## src/design/wvhp_pkg.sv

```systemverilog
// Shared types, constants and helper functions for the wave header parser.
// No dependencies; used by wvhp_out_skid and wave_header_parser.
`timescale 1ns / 1ps
`default_nettype none

package wvhp_pkg;

    // Result status codes
    typedef enum logic [2:0] {
        ST_OK       = 3'd0,
        ST_BAD_RIFF = 3'd1,
        ST_BAD_WAVE = 3'd2,
        ST_BAD_FMT  = 3'd3,
        ST_NO_DATA  = 3'd4
    } t_status;

    // Byte positions within the header
    localparam logic [5:0] POS_SIZE     = 6'd4;
    localparam logic [5:0] POS_WAVE     = 6'd8;
    localparam logic [5:0] POS_FMT      = 6'd12;
    localparam logic [5:0] POS_FMT_LEN  = 6'd16;
    localparam logic [5:0] POS_TAG      = 6'd20;
    localparam logic [5:0] POS_CHANNELS = 6'd22;
    localparam logic [5:0] POS_RATE     = 6'd24;
    localparam logic [5:0] POS_BYTERATE = 6'd28;
    localparam logic [5:0] POS_ALIGN    = 6'd32;
    localparam logic [5:0] POS_BITS     = 6'd34;
    localparam logic [5:0] POS_SEARCH   = 6'd36;
    localparam logic [5:0] POS_LENGTH   = 6'd37;
    localparam logic [5:0] POS_LAST     = 6'd40;

    // Chunk-name matcher phases
    localparam logic [2:0] PH_WANT_D = 3'd1;
    localparam logic [2:0] PH_WANT_A = 3'd2;
    localparam logic [2:0] PH_WANT_T = 3'd3;
    localparam logic [2:0] PH_WANT_A2 = 3'd4;

    localparam logic [7:0] CH_D = 8'h64;  // 'd'
    localparam logic [7:0] CH_A = 8'h61;  // 'a'
    localparam logic [7:0] CH_T = 8'h74;  // 't'

    localparam int unsigned NUM_TAGS = 40;
    localparam logic [5:0]  TAG_UNKNOWN = 6'd40;

    localparam logic [15:0] KNOWN_TAGS [NUM_TAGS] = '{
        16'h0001, 16'h0002, 16'h0005, 16'h0006, 16'h0007,
        16'h0010, 16'h0011, 16'h0012, 16'h0013, 16'h0014, 16'h0015, 16'h0016,
        16'h0017,
        16'h0020, 16'h0021, 16'h0022, 16'h0023, 16'h0024, 16'h0025, 16'h0026,
        16'h0030, 16'h0031, 16'h0033, 16'h0034, 16'h0035, 16'h0036, 16'h0037,
        16'h0038, 16'h0039, 16'h0040,
        16'h0050, 16'h0200, 16'h0202, 16'h0203,
        16'h0300, 16'h1000, 16'h1001, 16'h1002, 16'h1003, 16'h1004
    };

    // One result request
    typedef struct packed {
        t_status     status;
        logic [31:0] file_size;
        logic [31:0] fmt_length;
        logic [15:0] format_tag;
        logic [5:0]  tag_index;
        logic [15:0] channel_count;
        logic [31:0] sample_rate;
        logic [31:0] byte_rate;
        logic [15:0] block_align;
        logic [15:0] sample_bits;
        logic [31:0] data_length;
    } t_result;

    // Expected character of a magic word, by low four position bits
    function automatic logic [7:0] magic_char(input logic [3:0] idx);
        logic [7:0] c;
        case (idx)
            4'd0:    c = 8'h52;  // R
            4'd1:    c = 8'h49;  // I
            4'd2:    c = 8'h46;  // F
            4'd3:    c = 8'h46;  // F
            4'd8:    c = 8'h57;  // W
            4'd9:    c = 8'h41;  // A
            4'd10:   c = 8'h56;  // V
            4'd11:   c = 8'h45;  // E
            4'd12:   c = 8'h66;  // f
            4'd13:   c = 8'h6d;  // m
            4'd14:   c = 8'h74;  // t
            4'd15:   c = 8'h20;  // space
            default: c = 8'h00;
        endcase
        return c;
    endfunction

    // Position of a format tag in the known list, TAG_UNKNOWN if absent
    function automatic logic [5:0] tag_lookup(input logic [15:0] tag);
        logic [5:0] idx;
        idx = TAG_UNKNOWN;
        for (int k = NUM_TAGS - 1; k >= 0; k--) begin
            if (KNOWN_TAGS[k] == tag) begin
                idx = 6'(k);
            end
        end
        return idx;
    endfunction

endpackage

`default_nettype wire

```

## src/design/wvhp_out_skid.sv

```systemverilog
// Two-entry output stage (main register plus skid register) for results.
// Depends on wvhp_pkg for the result type.
`timescale 1ns / 1ps
`default_nettype none

module wvhp_out_skid (
    input  wire logic             i_clk,
    input  wire logic             i_rst_n,
    input  wire logic             i_push,
    input  wire wvhp_pkg::t_result i_data,
    output logic                  o_full,
    output logic                  o_valid,
    output wvhp_pkg::t_result     o_data,
    input  wire logic             i_stall
);

    logic              r_main_valid, r_skid_valid;
    wvhp_pkg::t_result r_main, r_skid;
    logic              w_pop;

    assign w_pop   = r_main_valid && !i_stall;
    assign o_full  = r_skid_valid;
    assign o_valid = r_main_valid;
    assign o_data  = r_main;

    // Control: skid fills only when a new request meets a held result
    always_ff @(posedge i_clk) begin
        if (!i_rst_n) begin
            r_main_valid <= 1'b0;
            r_skid_valid <= 1'b0;
        end else if (r_skid_valid) begin
            if (w_pop) begin
                r_skid_valid <= 1'b0;
            end
        end else if (i_push) begin
            if (!r_main_valid || w_pop) begin
                r_main_valid <= 1'b1;
            end else begin
                r_skid_valid <= 1'b1;
            end
        end else if (w_pop) begin
            r_main_valid <= 1'b0;
        end
    end

    // Payload
    always_ff @(posedge i_clk) begin
        if (r_skid_valid) begin
            if (w_pop) begin
                r_main <= r_skid;
            end
        end else if (i_push) begin
            if (!r_main_valid || w_pop) begin
                r_main <= i_data;
            end else begin
                r_skid <= i_data;
            end
        end
    end

endmodule

`default_nettype wire

```

## src/design/wave_header_parser.sv

```systemverilog
// Top level of the RIFF/WAVE header parser: byte state machine and field capture.
// Depends on wvhp_pkg and wvhp_out_skid.
//
// Takes one file byte per cycle with no gaps needed; the header state update and
// the result build are one short stage. Each result, caused by a byte or the
// end-of-stream flag, is registered in the two-entry output stage (in its skid
// entry while the main entry is held), so input is held off only once both
// entries are full. A file ends in exactly one result: status ok after the fourth
// data-length byte, or an error code; the parser then expects a new file.
`timescale 1ns / 1ps
`default_nettype none

module wave_header_parser (
    input  wire logic        i_clk,
    input  wire logic        i_rst_n,
    input  wire logic        i_valid,
    output logic             o_stall,
    input  wire logic [7:0]  i_byte_value,
    input  wire logic        i_end_of_stream,
    output logic             o_valid,
    input  wire logic        i_stall,
    output logic [2:0]       o_status,
    output logic [31:0]      o_file_size,
    output logic [31:0]      o_fmt_length,
    output logic [15:0]      o_format_tag,
    output logic [5:0]       o_tag_index,
    output logic [15:0]      o_channel_count,
    output logic [31:0]      o_sample_rate,
    output logic [31:0]      o_byte_rate,
    output logic [15:0]      o_block_align,
    output logic [15:0]      o_sample_bits,
    output logic [31:0]      o_data_length
);

    logic [5:0]  r_pos, n_pos;
    logic [2:0]  r_phase, n_phase;
    logic [31:0] r_size, n_size;
    logic [31:0] r_fmt_len, n_fmt_len;
    logic [15:0] r_tag, n_tag;
    logic [15:0] r_channels, n_channels;
    logic [31:0] r_rate, n_rate;
    logic [31:0] r_byte_rate, n_byte_rate;
    logic [15:0] r_align, n_align;
    logic [15:0] r_bits, n_bits;
    logic [31:0] r_length, n_length;

    logic              w_accept, w_full, w_push;
    logic [5:0]        w_pos;
    wvhp_pkg::t_status w_code;
    wvhp_pkg::t_result w_result, w_out;
    logic [1:0]        w_len_lane;

    assign o_stall  = w_full;
    assign w_accept = i_valid && !w_full;

    // Out-of-range position restarts the file
    assign w_pos      = (r_pos > wvhp_pkg::POS_LAST) ? 6'd0 : r_pos;
    assign w_len_lane = w_pos[1:0] - 2'd1;

    // Which magic word (if any) covers this position
    always_comb begin
        if (w_pos < wvhp_pkg::POS_SIZE) begin
            w_code = wvhp_pkg::ST_BAD_RIFF;
        end else if (w_pos >= wvhp_pkg::POS_WAVE && w_pos < wvhp_pkg::POS_FMT) begin
            w_code = wvhp_pkg::ST_BAD_WAVE;
        end else if (w_pos >= wvhp_pkg::POS_FMT && w_pos < wvhp_pkg::POS_FMT_LEN) begin
            w_code = wvhp_pkg::ST_BAD_FMT;
        end else begin
            w_code = wvhp_pkg::ST_OK;
        end
    end

    // Header state update and result build
    always_comb begin
        n_pos       = r_pos;
        n_phase     = r_phase;
        n_size      = r_size;
        n_fmt_len   = r_fmt_len;
        n_tag       = r_tag;
        n_channels  = r_channels;
        n_rate      = r_rate;
        n_byte_rate = r_byte_rate;
        n_align     = r_align;
        n_bits      = r_bits;
        n_length    = r_length;
        w_push      = 1'b0;

        // error result: zero fields, unknown tag index
        w_result           = '0;
        w_result.status    = wvhp_pkg::ST_NO_DATA;
        w_result.tag_index = wvhp_pkg::TAG_UNKNOWN;

        if (w_accept) begin
            n_pos = w_pos + 6'd1;
            if (i_end_of_stream) begin
                w_push = 1'b1;
                if (w_code != wvhp_pkg::ST_OK) begin
                    w_result.status = w_code;
                end
            end else if (w_code != wvhp_pkg::ST_OK) begin
                if (i_byte_value != wvhp_pkg::magic_char(w_pos[3:0])) begin
                    w_push          = 1'b1;
                    w_result.status = w_code;
                end
            end else if (w_pos < wvhp_pkg::POS_WAVE) begin
                n_size[8*w_pos[1:0] +: 8] = i_byte_value;
            end else if (w_pos < wvhp_pkg::POS_TAG) begin
                n_fmt_len[8*w_pos[1:0] +: 8] = i_byte_value;
            end else if (w_pos < wvhp_pkg::POS_CHANNELS) begin
                n_tag[8*w_pos[0] +: 8] = i_byte_value;
            end else if (w_pos < wvhp_pkg::POS_RATE) begin
                n_channels[8*w_pos[0] +: 8] = i_byte_value;
            end else if (w_pos < wvhp_pkg::POS_BYTERATE) begin
                n_rate[8*w_pos[1:0] +: 8] = i_byte_value;
            end else if (w_pos < wvhp_pkg::POS_ALIGN) begin
                n_byte_rate[8*w_pos[1:0] +: 8] = i_byte_value;
            end else if (w_pos < wvhp_pkg::POS_BITS) begin
                n_align[8*w_pos[0] +: 8] = i_byte_value;
            end else if (w_pos < wvhp_pkg::POS_SEARCH) begin
                n_bits[8*w_pos[0] +: 8] = i_byte_value;
            end else if (w_pos == wvhp_pkg::POS_SEARCH) begin
                // "data" matcher; stays at the search position until matched
                n_pos = wvhp_pkg::POS_SEARCH;
                if (r_phase == wvhp_pkg::PH_WANT_A2 && i_byte_value == wvhp_pkg::CH_A) begin
                    n_phase = wvhp_pkg::PH_WANT_D;
                    n_pos   = wvhp_pkg::POS_LENGTH;
                end else if (i_byte_value == wvhp_pkg::CH_D) begin
                    n_phase = wvhp_pkg::PH_WANT_A;
                end else if (r_phase == wvhp_pkg::PH_WANT_A
                             && i_byte_value == wvhp_pkg::CH_A) begin
                    n_phase = wvhp_pkg::PH_WANT_T;
                end else if (r_phase == wvhp_pkg::PH_WANT_T
                             && i_byte_value == wvhp_pkg::CH_T) begin
                    n_phase = wvhp_pkg::PH_WANT_A2;
                end else begin
                    n_phase = wvhp_pkg::PH_WANT_D;
                end
            end else begin
                n_length[8*w_len_lane +: 8] = i_byte_value;
                if (w_pos == wvhp_pkg::POS_LAST) begin
                    w_push                 = 1'b1;
                    w_result.status        = wvhp_pkg::ST_OK;
                    w_result.file_size     = r_size;
                    w_result.fmt_length    = r_fmt_len;
                    w_result.format_tag    = r_tag;
                    w_result.tag_index     = wvhp_pkg::tag_lookup(r_tag);
                    w_result.channel_count = r_channels;
                    w_result.sample_rate   = r_rate;
                    w_result.byte_rate     = r_byte_rate;
                    w_result.block_align   = r_align;
                    w_result.sample_bits   = r_bits;
                    w_result.data_length   = n_length;
                end
            end

            // any result restarts the file
            if (w_push) begin
                n_pos   = 6'd0;
                n_phase = wvhp_pkg::PH_WANT_D;
            end
        end
    end

    // Control state
    always_ff @(posedge i_clk) begin
        if (!i_rst_n) begin
            r_pos   <= 6'd0;
            r_phase <= wvhp_pkg::PH_WANT_D;
        end else begin
            r_pos   <= n_pos;
            r_phase <= n_phase;
        end
    end

    // Header field capture; every lane is rewritten before an ok result
    always_ff @(posedge i_clk) begin
        r_size      <= n_size;
        r_fmt_len   <= n_fmt_len;
        r_tag       <= n_tag;
        r_channels  <= n_channels;
        r_rate      <= n_rate;
        r_byte_rate <= n_byte_rate;
        r_align     <= n_align;
        r_bits      <= n_bits;
        r_length    <= n_length;
    end

    wvhp_out_skid u_out (
        .i_clk   (i_clk),
        .i_rst_n (i_rst_n),
        .i_push  (w_push),
        .i_data  (w_result),
        .o_full  (w_full),
        .o_valid (o_valid),
        .o_data  (w_out),
        .i_stall (i_stall)
    );

    assign o_status        = w_out.status;
    assign o_file_size     = w_out.file_size;
    assign o_fmt_length    = w_out.fmt_length;
    assign o_format_tag    = w_out.format_tag;
    assign o_tag_index     = w_out.tag_index;
    assign o_channel_count = w_out.channel_count;
    assign o_sample_rate   = w_out.sample_rate;
    assign o_byte_rate     = w_out.byte_rate;
    assign o_block_align   = w_out.block_align;
    assign o_sample_bits   = w_out.sample_bits;
    assign o_data_length   = w_out.data_length;

endmodule

`default_nettype wire
```

## config.mk

```make
export PLATFORM = sky130hd
export DESIGN_NAME = wave_header_parser
export DESIGN_NICKNAME = d
export VERILOG_FILES = /design/src/design/wvhp_pkg.sv /design/src/design/wvhp_out_skid.sv /design/src/design/wave_header_parser.sv
export SDC_FILE = /design/constraint.sdc
export NUM_CORES = 1
export LEC_CHECK = 0
export CAP_MARGIN = 30
export CORE_ASPECT_RATIO = 2
export CORE_MARGIN = 5
export CORE_UTILIZATION = 60
export CTS_BUF_LIST = sky130_fd_sc_hd__clkbuf_8
export DETAILED_ROUTE_END_ITERATION = 16
export DONT_BUFFER_PORTS = 1
export PLACE_DENSITY_LB_ADDON = 0.1
export SLEW_MARGIN = 20
export SYNTH_ARGS = -nofsm -noshare
export SYNTH_HDL_FRONTEND = slang
export SYNTH_SLANG_ARGS = --single-unit
```

## constraint.sdc

```tcl
create_clock -name i_clk -period 44.4 [get_ports i_clk]
set_clock_uncertainty 0.1 [all_clocks]
set_input_delay 4.44 -clock i_clk [delete_from_list [all_inputs] [get_ports i_clk]]
set_output_delay 4.44 -clock i_clk [all_outputs]
set_load 0.05 [all_outputs]
```

# Word-level counts from Yosys, hierarchy flattened
# Memories as Yosys holds them, arrays and structs flattened.
# Index checks and enable logic that the tools add are counted.
dict set report totals {
  ff_bits 701
  romBits 112
  in_bits 13
  out_inout_bits 235
  wordCells 292
  mem_count 1
}
# memory depth word_bits rd rd_clocked_by_memory_dff wr line_no
set memory_table {}
lappend memory_table {{(no name shown)} 16 7 1 0 0 wvhp_pkg.sv:74} ;# case (idx)
dict set report classes {
  addsub 5
  n_lt_le_gt_ge 14
  eq_ne 61
  n_shift 6
  muxes 128
  bitwise 13
  reduce_logical 29
}
# operator count
set ops {}
lappend ops {{233-bit 2-to-1 mux} 15}
lappend ops {{230-bit 2-to-1 mux} 2}
lappend ops {{6-bit 2-to-1 mux} 52}
lappend ops {{6-bit by 16-bit == test with 1-bit output (first input constant)} 16}
lappend ops {{32-bit bitwise mux} 5}
lappend ops {{5-bit by 16-bit == test with 1-bit output (first input constant)} 8}
lappend ops {{13-bit by 16-bit == test with 1-bit output (first input constant)} 5}
lappend ops {{5-bit negation with 34-bit output} 2}
lappend ops {{8-bit by 34-bit variable shift with 32-bit output (first input constant)} 2}
lappend ops {{8-bit by 34-bit indexed part select with 32-bit output} 2}
lappend ops {{16-bit bitwise mux} 4}
lappend ops {{10-bit by 16-bit == test with 1-bit output (first input constant)} 4}
lappend ops {{3-bit 2-to-1 mux} 20}
lappend ops {{3-bit by 16-bit == test with 1-bit output (first input constant)} 3}
lappend ops {{4-bit negation with 34-bit output} 1}
lappend ops {{8-bit by 34-bit variable shift with 16-bit output (first input constant)} 1}
lappend ops {{8-bit by 34-bit indexed part select with 16-bit output} 1}
lappend ops {{7-bit by 16-bit == test with 1-bit output (first input constant)} 2}
lappend ops {{6-bit by 5-bit < comparator with 1-bit output (second input constant)} 5}
lappend ops {{8-bit by 7-bit == test with 1-bit output (second input constant)} 3}
lappend ops {{8-bit 2-to-1 mux} 3}
lappend ops {{12-bit AND reduction} 2}
lappend ops {{1-bit 2-to-1 mux} 23}
lappend ops {{2-bit by 1-bit != test with 1-bit output (second input constant)} 10}
lappend ops {{31 further kinds} 65}

# Logic depth before layout (Yosys ltp)
# Gate-level depths: netlist of run 1.
dict set report logic_depth {
  ltp_word 57
  mapped_depth 15
  mapped_depth_nobuf 12
}

# Cells and area by module
# A second synthesis of run 1 with hierarchy kept.
dict set report hier_totals {
  hier_cells 1671
  area_unflattened_um2 27994.3
}
# module n_inst cells_each area_each_um2 seq_area_each_um2
set by_module_without_submodules {}
lappend by_module_without_submodules {wvhp_out_skid 1 738 17055.1 14033.5}
lappend by_module_without_submodules {wave_header_parser 1 933 10939.2 6906.6}

# Worst setup path after synthesis of run 1
# Ideal clock, no wire load.
dict set report synth_timing {
  path_kind {input-to-reg}
  from {input port i_byte_value[2]}
  to {register u_out.r_main (netlist bit u_out.o_data[0]), enable pin}
  setup_ns 1.149
  arrival_ns 21.750
  required_time_ns 43.151
  path_slack_ns 21.401
  stages 7
  n_path_buf 1
  path_cell_list {and2_1 > a32o_1 > o22ai_1 > o41ai_4 > and2_1 > buf_6 > o21ai_0}
}
dict set report synth_between {
  elab_chain_len 8
}
# item line_no
set synth_rtl {}
lappend synth_rtl {{from (decl)} wave_header_parser.sv:18} ;# input wire logic [7:0] i_byte_value,
lappend synth_rtl {{8-bit != test} wave_header_parser.sv:101} ;# if (i_byte_value != wvhp_pkg::magic_char(w_pos[3:0])) begin
lappend synth_rtl {{1-bit 2-to-1 mux} wave_header_parser.sv:101}
lappend synth_rtl {{1-bit 2-to-1 mux} wave_header_parser.sv:100} ;# end else if (w_code != wvhp_pkg::ST_OK) begin
lappend synth_rtl {{1-bit 2-to-1 mux} wave_header_parser.sv:95} ;# if (i_end_of_stream) begin
lappend synth_rtl {{1-bit 2-to-1 mux (2 in series)} wave_header_parser.sv:93} ;# if (w_accept) begin
lappend synth_rtl {{2-bit nonzero test (no source line)} --}
lappend synth_rtl {{3-bit AND reduction (no source line)} --}
lappend synth_rtl {{to (signal assigned)} wvhp_out_skid.sv:50} ;# r_main <= r_skid;
lappend synth_rtl {{to (signal assigned)} wvhp_out_skid.sv:54} ;# r_main <= i_data;
lappend synth_rtl {{to (decl)} wvhp_out_skid.sv:18} ;# wvhp_pkg::t_result r_main, r_skid;
# No other way between the ends. The select of a mux whose other input is x is not followed.
# A chain may end at the register's enable or synchronous reset.

# Worst setup path in the final report of run 1
dict set report layout_timing {
  from {input port i_byte_value[2]}
  to {register u_out.r_main (netlist bit u_out.o_data[209]), enable pin}
}
# The elaborated chain is that of the path after synthesis.

==> results.toml, run 1 <==
[finish]
area_growth_pct = 9.32
mostFrequentLayoutCells = "690 x edfxtp_1, 242 x and2_1, 228 x a21o_1, 98 x clkbuf_8, 68 x inv_1"
drive_above_1_share_pct = 9.49
multi_input_area_um2 = 5580
design_area_um2 = 29500
fin_cells = 2353
design.final.nets = 1739
post-route-util_pct = 65.8
layout.area.seq_um2 = 20900
nFillCells = 3132
layout_commonest_cell = "edfxtp_1"

[clocking]
insertion_delay_ns = 0.66
cts_tree = "built"
htreeDepth = 3
numClockSinks = 701
cts_setup_buffers = 0
clk_pin_slew_ns = 0.07
cts_resized = 0
clock-root-buffer = "clkbuf_8"
clk_path_buf_depth = 3
cts_buffers = 89
cts-hold-fix-buffers = 0

[yosys]
yosysSeqAreaShare_pct = 77.5
syn_nets = 1706
yosysWarningCount = 0
syn_avg_cell_area_um2 = 16.0
postSynthCellCount = 1684
ys_seq_elements = 701
syn_area_um2 = 27000
synthFlopType = "edfxtp_1"
synth-edff-count = 690
yosysUniqueCellTypes = 74
postSynth.asyncResetShare_pct = 0

[worst_setup_path]
critPathCaptureType = "flip-flop"
cp_max_fo = 66
crit_type = "input pin to flip-flop"
cp.required_ns = 44.62
critPathTopFamily = "buffers and inverters"
critical_path.slowest_cell = "buf_4"
worstPathCellList = "and2_1 > a32o_1 > o22ai_1 > o41ai_4 > and2_1 > o21ai_4 > buf_4 > buf_4 > buf_16"
critPathMaxStageDelay_ns = 0.74
cp_num_buf_inv = 3
critPathArrivalTime_ns = 7.81
crit_path_start_kind = "input pin"

[timing]
tns_ns = 0
fin_crit_ns = 7.59
finalCritPeriodShare_pct = 17.1
max_freq_ghz = 0.132
max_slew.worst_pin.slew_ns = 0.940
rsz0062_at_grt = "no"
hold_viol = 0
slew_headroom_pct = 37.2
finalSetupViolCount = 0
maxSlewViolCount = 0

[global_route]
grt_max_degree = 112
grt_usage_pct = 23.6
grt_pass1_vias = 14000
grt.overflow.total = 0
grt_pass1_wl_mm = 87.5
grt_antenna_before_repair = 1

[floorplan]
num_rows = 110
die_area_um2 = 49600
ios = 248
core_area_um2 = 44900
start_util_pct = 60.2
fp.dieW_um = 160
dieHeight_um = 310

[power_and_ir_drop]
ir_drop_uv = 28.7
leakage_nw = 11.9
p_clk_share_pct = 36.0
p_sw_uw = 317
intPower_mw = 1.01
p_seq_share_pct = 61.8
power_density_nw_per_um2 = 44.9
swShare_pct = 23.9
comb_power_share_pct = 2.2

[routing]
drt_first_pass_iters = 6
vias = 13900
wire_per_inst_um = 25.0
dr.first_iter.drc_count = 1134
antenna_left = 0
routed_via_density = 5.91
finalWirelength_mm = 58.9
drc = 0

[placed_design]
placed_cell_area_um2 = 27600
numPortBuffers = 0
place_inst = 2184
gp_congestion = 0.866
dpl.hpwl_mm = 40.0

[flow_run]
cap_violations = 0

[status]
outcome = "finished, final reports clean"

[worst_hold_path]
min_path_type = "flip-flop to flip-flop"
==> cell usage after synthesis, types with 3 or more instances <==
| cell type | n | area (um2) |
|---|---|---|
| o2bb2ai_1 | 8 | 70.1 |
| and3_1 | 6 | 37.5 |
| nor4_1 | 8 | 50.1 |
| buf_1 | 3 | 11.3 |
| a22oi_1 | 6 | 45.0 |
| or3_1 | 4 | 25.0 |
| nand2_1 | 58 | 218 |
| nand2b_1 | 10 | 62.6 |
| nor4b_1 | 3 | 26.3 |
| o32ai_1 | 3 | 26.3 |
| clkbuf_1 | 59 | 221 |
| nor3b_1 | 3 | 22.5 |
| nand4_1 | 7 | 43.8 |
| nor3_1 | 17 | 85.1 |
| a21o_1 | 228 | 1710 |
| o21ai_0 | 25 | 125 |
| edfxtp_1 | 690 | 20700 |
| ha_1 | 9 | 113 |
| or3b_2 | 3 | 26.3 |
| xor2_1 | 3 | 26.3 |
| nor4_2 | 3 | 37.5 |
| o22ai_1 | 25 | 156 |
| nand4b_1 | 3 | 26.3 |
| and2_1 | 242 | 1510 |
| nor2_1 | 60 | 225 |
| inv_1 | 49 | 184 |
| a32o_1 | 5 | 50.1 |
| o211ai_1 | 6 | 45.0 |
| or4_1 | 4 | 30.0 |
| mux2i_1 | 7 | 70.1 |
| nand3_1 | 14 | 70.1 |
| nor2b_1 | 14 | 87.6 |
| buf_2 | 5 | 25.0 |
| xnor2_1 | 4 | 35.0 |
| clkbuf_2 | 10 | 50.1 |
| a21oi_1 | 23 | 115 |
| dfxtp_1 | 11 | 220 |
==> metrics by stage <==
stage / hold slack, ns / total power [mW] / setup slack [ns]
3_3_place_gp: 0.388 / 0.862 / 36.02
6_report: 0.416 / 1.33 / 36.81
5_1_grt: 0.440 / 1.37 / 36.64
4_1_cts: 0.419 / 1.34 / 36.66
2_1_floorplan: 0.372 / 0.863 / 21.40
3_5_place_dp: 0.403 / 0.863 / 35.94
==> sequential cells by signal, indices dropped and copies added, names as in the netlist <==
name and cells:
u_out.o_data 233, u_out.r_skid 233, r_byte_rate 32, r_fmt_len 32, r_length 32, r_rate 32
r_size 32, r_align 16, r_bits 16, r_channels 16, r_tag 16, r_pos 6
r_phase 3, u_out.o_full 1, u_out.o_valid 1
==> worst reg2reg max path, cell delays in order (launching register included) <==
cell	delay (ns)
dfxtp_1	0.94
o21ai_0	0.41
nand2_1	0.60
inv_1	0.50
ha_1	0.46
ha_1	0.25
mux2i_1	0.16
a311oi_2	0.10
xor2_1	0.21
nand4_1	0.21
o41ai_4	0.15
and2_1	0.32
o21ai_4	0.61
buf_4	0.74
buf_4	0.47
buf_16	0.32
==> area by class of cell <==
class | count | area share [%]
timing repair buffer | 23 | 0.915
antenna | 1 | 0.00847
clock inverter | 68 | 1.69
tap | 560 | 2.37
sequential | 701 | 70.9
inverter | 51 | 0.648
multi-input combinational | 851 | 18.9
clock buffer | 98 | 4.57
==> logic make-up after synthesis <==
kind of cell	synth area share, %
xor gates and xnor gates	0.227
buffers and inverters	1.99
muxes	0.301
and+or+nand+nor	9.87
DFF	77.5
AOI/OAI and AO/OA	9.70
adders and majority gates	0.417
==> layer usage <==
layer | part of all wire, % | track usage, % | up-vias
met3 | 6.0 | 5.22 | 94
li1 | - | - | 6394
met4 | 3.7 | 9.41 | 0
met5 | 0 | 0 | -
met1 | 37 | 28.1 | 6928
met2 | 53 | 42.0 | 487
==> worst paths after layout <==
| kind | cells after the start | slack (ns) | to | from |
|---|---|---|---|---|
| setup reg to reg | 15 | 37.47 | u_out.o_data[209]$_DFFE_PP_ | r_pos[3]$_SDFFE_PN0P_ |
| hold / removal | 1 | 0.42 | r_phase[0]$_SDFFE_PN1P_ | r_phase[0]$_SDFFE_PN1P_ |
| hold reg to reg | 1 | 0.42 | r_phase[0]$_SDFFE_PN1P_ | r_phase[0]$_SDFFE_PN1P_ |
| setup / recovery | 9 | 36.81 | u_out.o_data[209]$_DFFE_PP_ | i_byte_value[2] |
==> power groups by stage <==
stage,logic (mW),clock network [mW],registers [mW]
floorplan,0.0183,0,0.844
global placement,0.0269,0,0.835
detailed placement,0.0283,0,0.835
CTS,0.0285,0.489,0.821
global route,0.0312,0.522,0.821
finish,0.0287,0.478,0.820
(Power assumes the default switching activity.)
==> run 2, diff against run 1 <==
--- a/config.mk
+++ b/config.mk
@@ -8,7 +8,7 @@
 export CAP_MARGIN = 30
 export CORE_ASPECT_RATIO = 2
 export CORE_MARGIN = 5
-export CORE_UTILIZATION = 60
+export CORE_UTILIZATION = 59
 export CTS_BUF_LIST = sky130_fd_sc_hd__clkbuf_8
 export DETAILED_ROUTE_END_ITERATION = 16
 export DONT_BUFFER_PORTS = 1
==> constraint.sdc (replaced) <==
create_clock -name i_clk -period 6.1 [get_ports i_clk]
set_clock_uncertainty 0.1 [all_clocks]
set_input_delay 0.61 -clock i_clk [delete_from_list [all_inputs] [get_ports i_clk]]
set_output_delay 0.61 -clock i_clk [all_outputs]
set_load 0.05 [all_outputs]
==> run 2 against run 1 <==
Compared with the run above:
- clock-buffer cell count decreased by 7
- non-clock buffer count rose by 5
- first-iteration DRC count grew 0.18%
- combinational power increased to 7.2 times the previous value
- global-route usage is 0.85 points lower
- sequential power grew to 7.3 times the previous value
- utilization down 0.70 points
- critical path depth grew 5
- critical path type is now flip-flop to flip-flop
==> results.toml, run 2 (same netlist as run 1, synthesis figures left out) <==
[routing]
routed_via_density = 5.94
antenna_left = 0
wire_per_inst_um = 24.3
finalWirelength_mm = 57.4
drt_first_pass_iters = 5
drc = 0
dr.first_iter.drc_count = 1136
vias = 14000

[worst_setup_path]
worstSetupStartpoint = "r_pos[3]$_SDFFE_PN0P_"
crit_path_start_kind = "flip-flop"
critPathArrivalTime_ns = 4.80
critPathCaptureType = "flip-flop"
critPathMaxStageDelay_ns = 0.47
worstPathCellList = "buf_4 > o21ai_4 > nand2_2 > inv_2 > ha_4 > ha_4 > mux2i_1 > a311oi_2 > xor2_1 > nand4_1 > o41ai_4 > and2_1 > o21ai_4 > buf_12"
cp.required_ns = 6.34
crit_type = "flip-flop to flip-flop"
rr_startpoint = "r_pos[3]$_SDFFE_PN0P_"
critical_path.slowest_cell = "and2_1"
cp_max_fo = 73

[floorplan]
fp.dieW_um = 161
ios = 248
dieHeight_um = 313
die_area_um2 = 50400
start_util_pct = 59.3
core_area_um2 = 45600
num_rows = 111

[global_route]
grt_usage_pct = 22.8
grt_pass1_vias = 14000
grt.overflow.total = 0
grt_pass1_wl_mm = 87.1
grt_max_degree = 157
grt_antenna_before_repair = 1

[timing]
fin_crit_ns = 4.55
finalCritPeriodShare_pct = 74.7
max_freq_ghz = 0.220
slew_headroom_pct = 39.8
tns_ns = 0
maxSlewViolCount = 0
rsz0062_at_grt = "no"
layout_setup_ws_ns = 1.55
max_slew.worst_pin.slew_ns = 0.903
hold_viol = 0
finalSetupViolCount = 0

[placed_design]
place_ws_ns = 1.56
dpl.hpwl_mm = 38.2
gp_congestion = 0.913
numPortBuffers = 0

[worst_hold_path]
min_path_type = "input pin to flip-flop"
hp-start = "i_end_of_stream"

[finish]
area_growth_pct = 9.81
layout_commonest_cell = "edfxtp_1"
mostFrequentLayoutCells = "690 x edfxtp_1, 242 x and2_1, 228 x a21o_1, 91 x clkbuf_8, 66 x inv_1"
drive_above_1_share_pct = 9.92
design.final.nets = 1744

[power_and_ir_drop]
p_seq_share_pct = 62.3
p_clk_share_pct = 35.5
intPower_mw = 7.27
power_density_nw_per_um2 = 323
leakage_nw = 12.0
p_sw_mw = 2.31
comb_power_share_pct = 2.2
fin_total_pwr_mw = 9.58
swShare_pct = 24.1
ir_drop_uv = 254

[clocking]
cts_resized = 0
cts_buffers = 89
cts_setup_buffers = 0
clk_path_buf_depth = 3
cts_tree = "built"
cts-hold-fix-buffers = 5
numClockSinks = 701
insertion_delay_ns = 0.67
htreeDepth = 3
clock-root-buffer = "clkbuf_8"
clk_pin_slew_ns = 0.08

[flow_run]
cap_violations = 0

[status]
outcome = "finished, final reports clean"
run 2: critical path: cells and delay by family (launching register included):
kind                       cells  cell delay, ns
muxes                          1            0.07
buffers and inverters          3            0.89
adders and majority gates      2            0.37
AOI/OAI and AO/OA              4            1.29
and+or+nand+nor                3            0.91
xor gates and xnor gates       1            0.19
DFF                            1            0.30
run 2: worst paths after layout:
check                                              endpoint  slack (ns)  cells past startpoint
worst max-delay path            u_out.o_data[218]$_DFFE_PP_        1.55                     14
worst min-delay path            u_out.r_skid[232]$_DFFE_PP_        0.07                      2
worst max register to register  u_out.o_data[218]$_DFFE_PP_        1.55                     14
worst min register to register  u_out.o_data[191]$_DFFE_PP_        0.42                      1
run 2: power groups by stage:
stage               clock network (mW)  registers (mW)  logic [mW]
global placement                     0            6.08       0.199
floorplan                            0            6.05       0.135
finish                            3.40            5.97       0.206
CTS                               3.49            5.98       0.210
global route                      3.74            5.98       0.225
detailed placement                   0            6.07       0.206
run 2: layout make-up:
| cell class | instances | area, um2 |
|---|---|---|
| diodes | 1 | 2.50 |
| clock buffers | 91 | 1250 |
| clock inverters | 72 | 541 |
| fillers | 3255 | 15900 |
| inverters | 51 | 193 |
| multi-input cells | 851 | 5680 |
| flip-flops and latches | 701 | 20900 |
| well taps | 565 | 707 |
| repair buffers | 28 | 345 |
run 2: stage by stage:
| step | hold slack (ns) | util, % | std cells | instance area, um2 |
|---|---|---|---|---|
| after floorplan | 0.372 | - | 1684 | 27200 |
| after global placement | 0.387 | 60.9 | 2188 | 27700 |
| after detailed placement | 0.401 | 61.0 | 2190 | 27800 |
| after CTS | 0.00835 | 65.1 | 2358 | 29600 |
| after global routing | 0.0530 | 65.1 | 2360 | 29700 |
| final | 0.0662 | 65.1 | 2360 | 29700 |
run 2: layer usage:
metal  wire (um)  track usage [%]  part of all wire, %  vias to the layer above
li1            -                -                    -                     6398
met1       23100             29.7                   40                     6962
met2       28600             37.6                   50                      537
met3        3710             5.07                  6.5                      111
met4        2020             8.85                  3.5                        0
met5           0                0                    0                        -
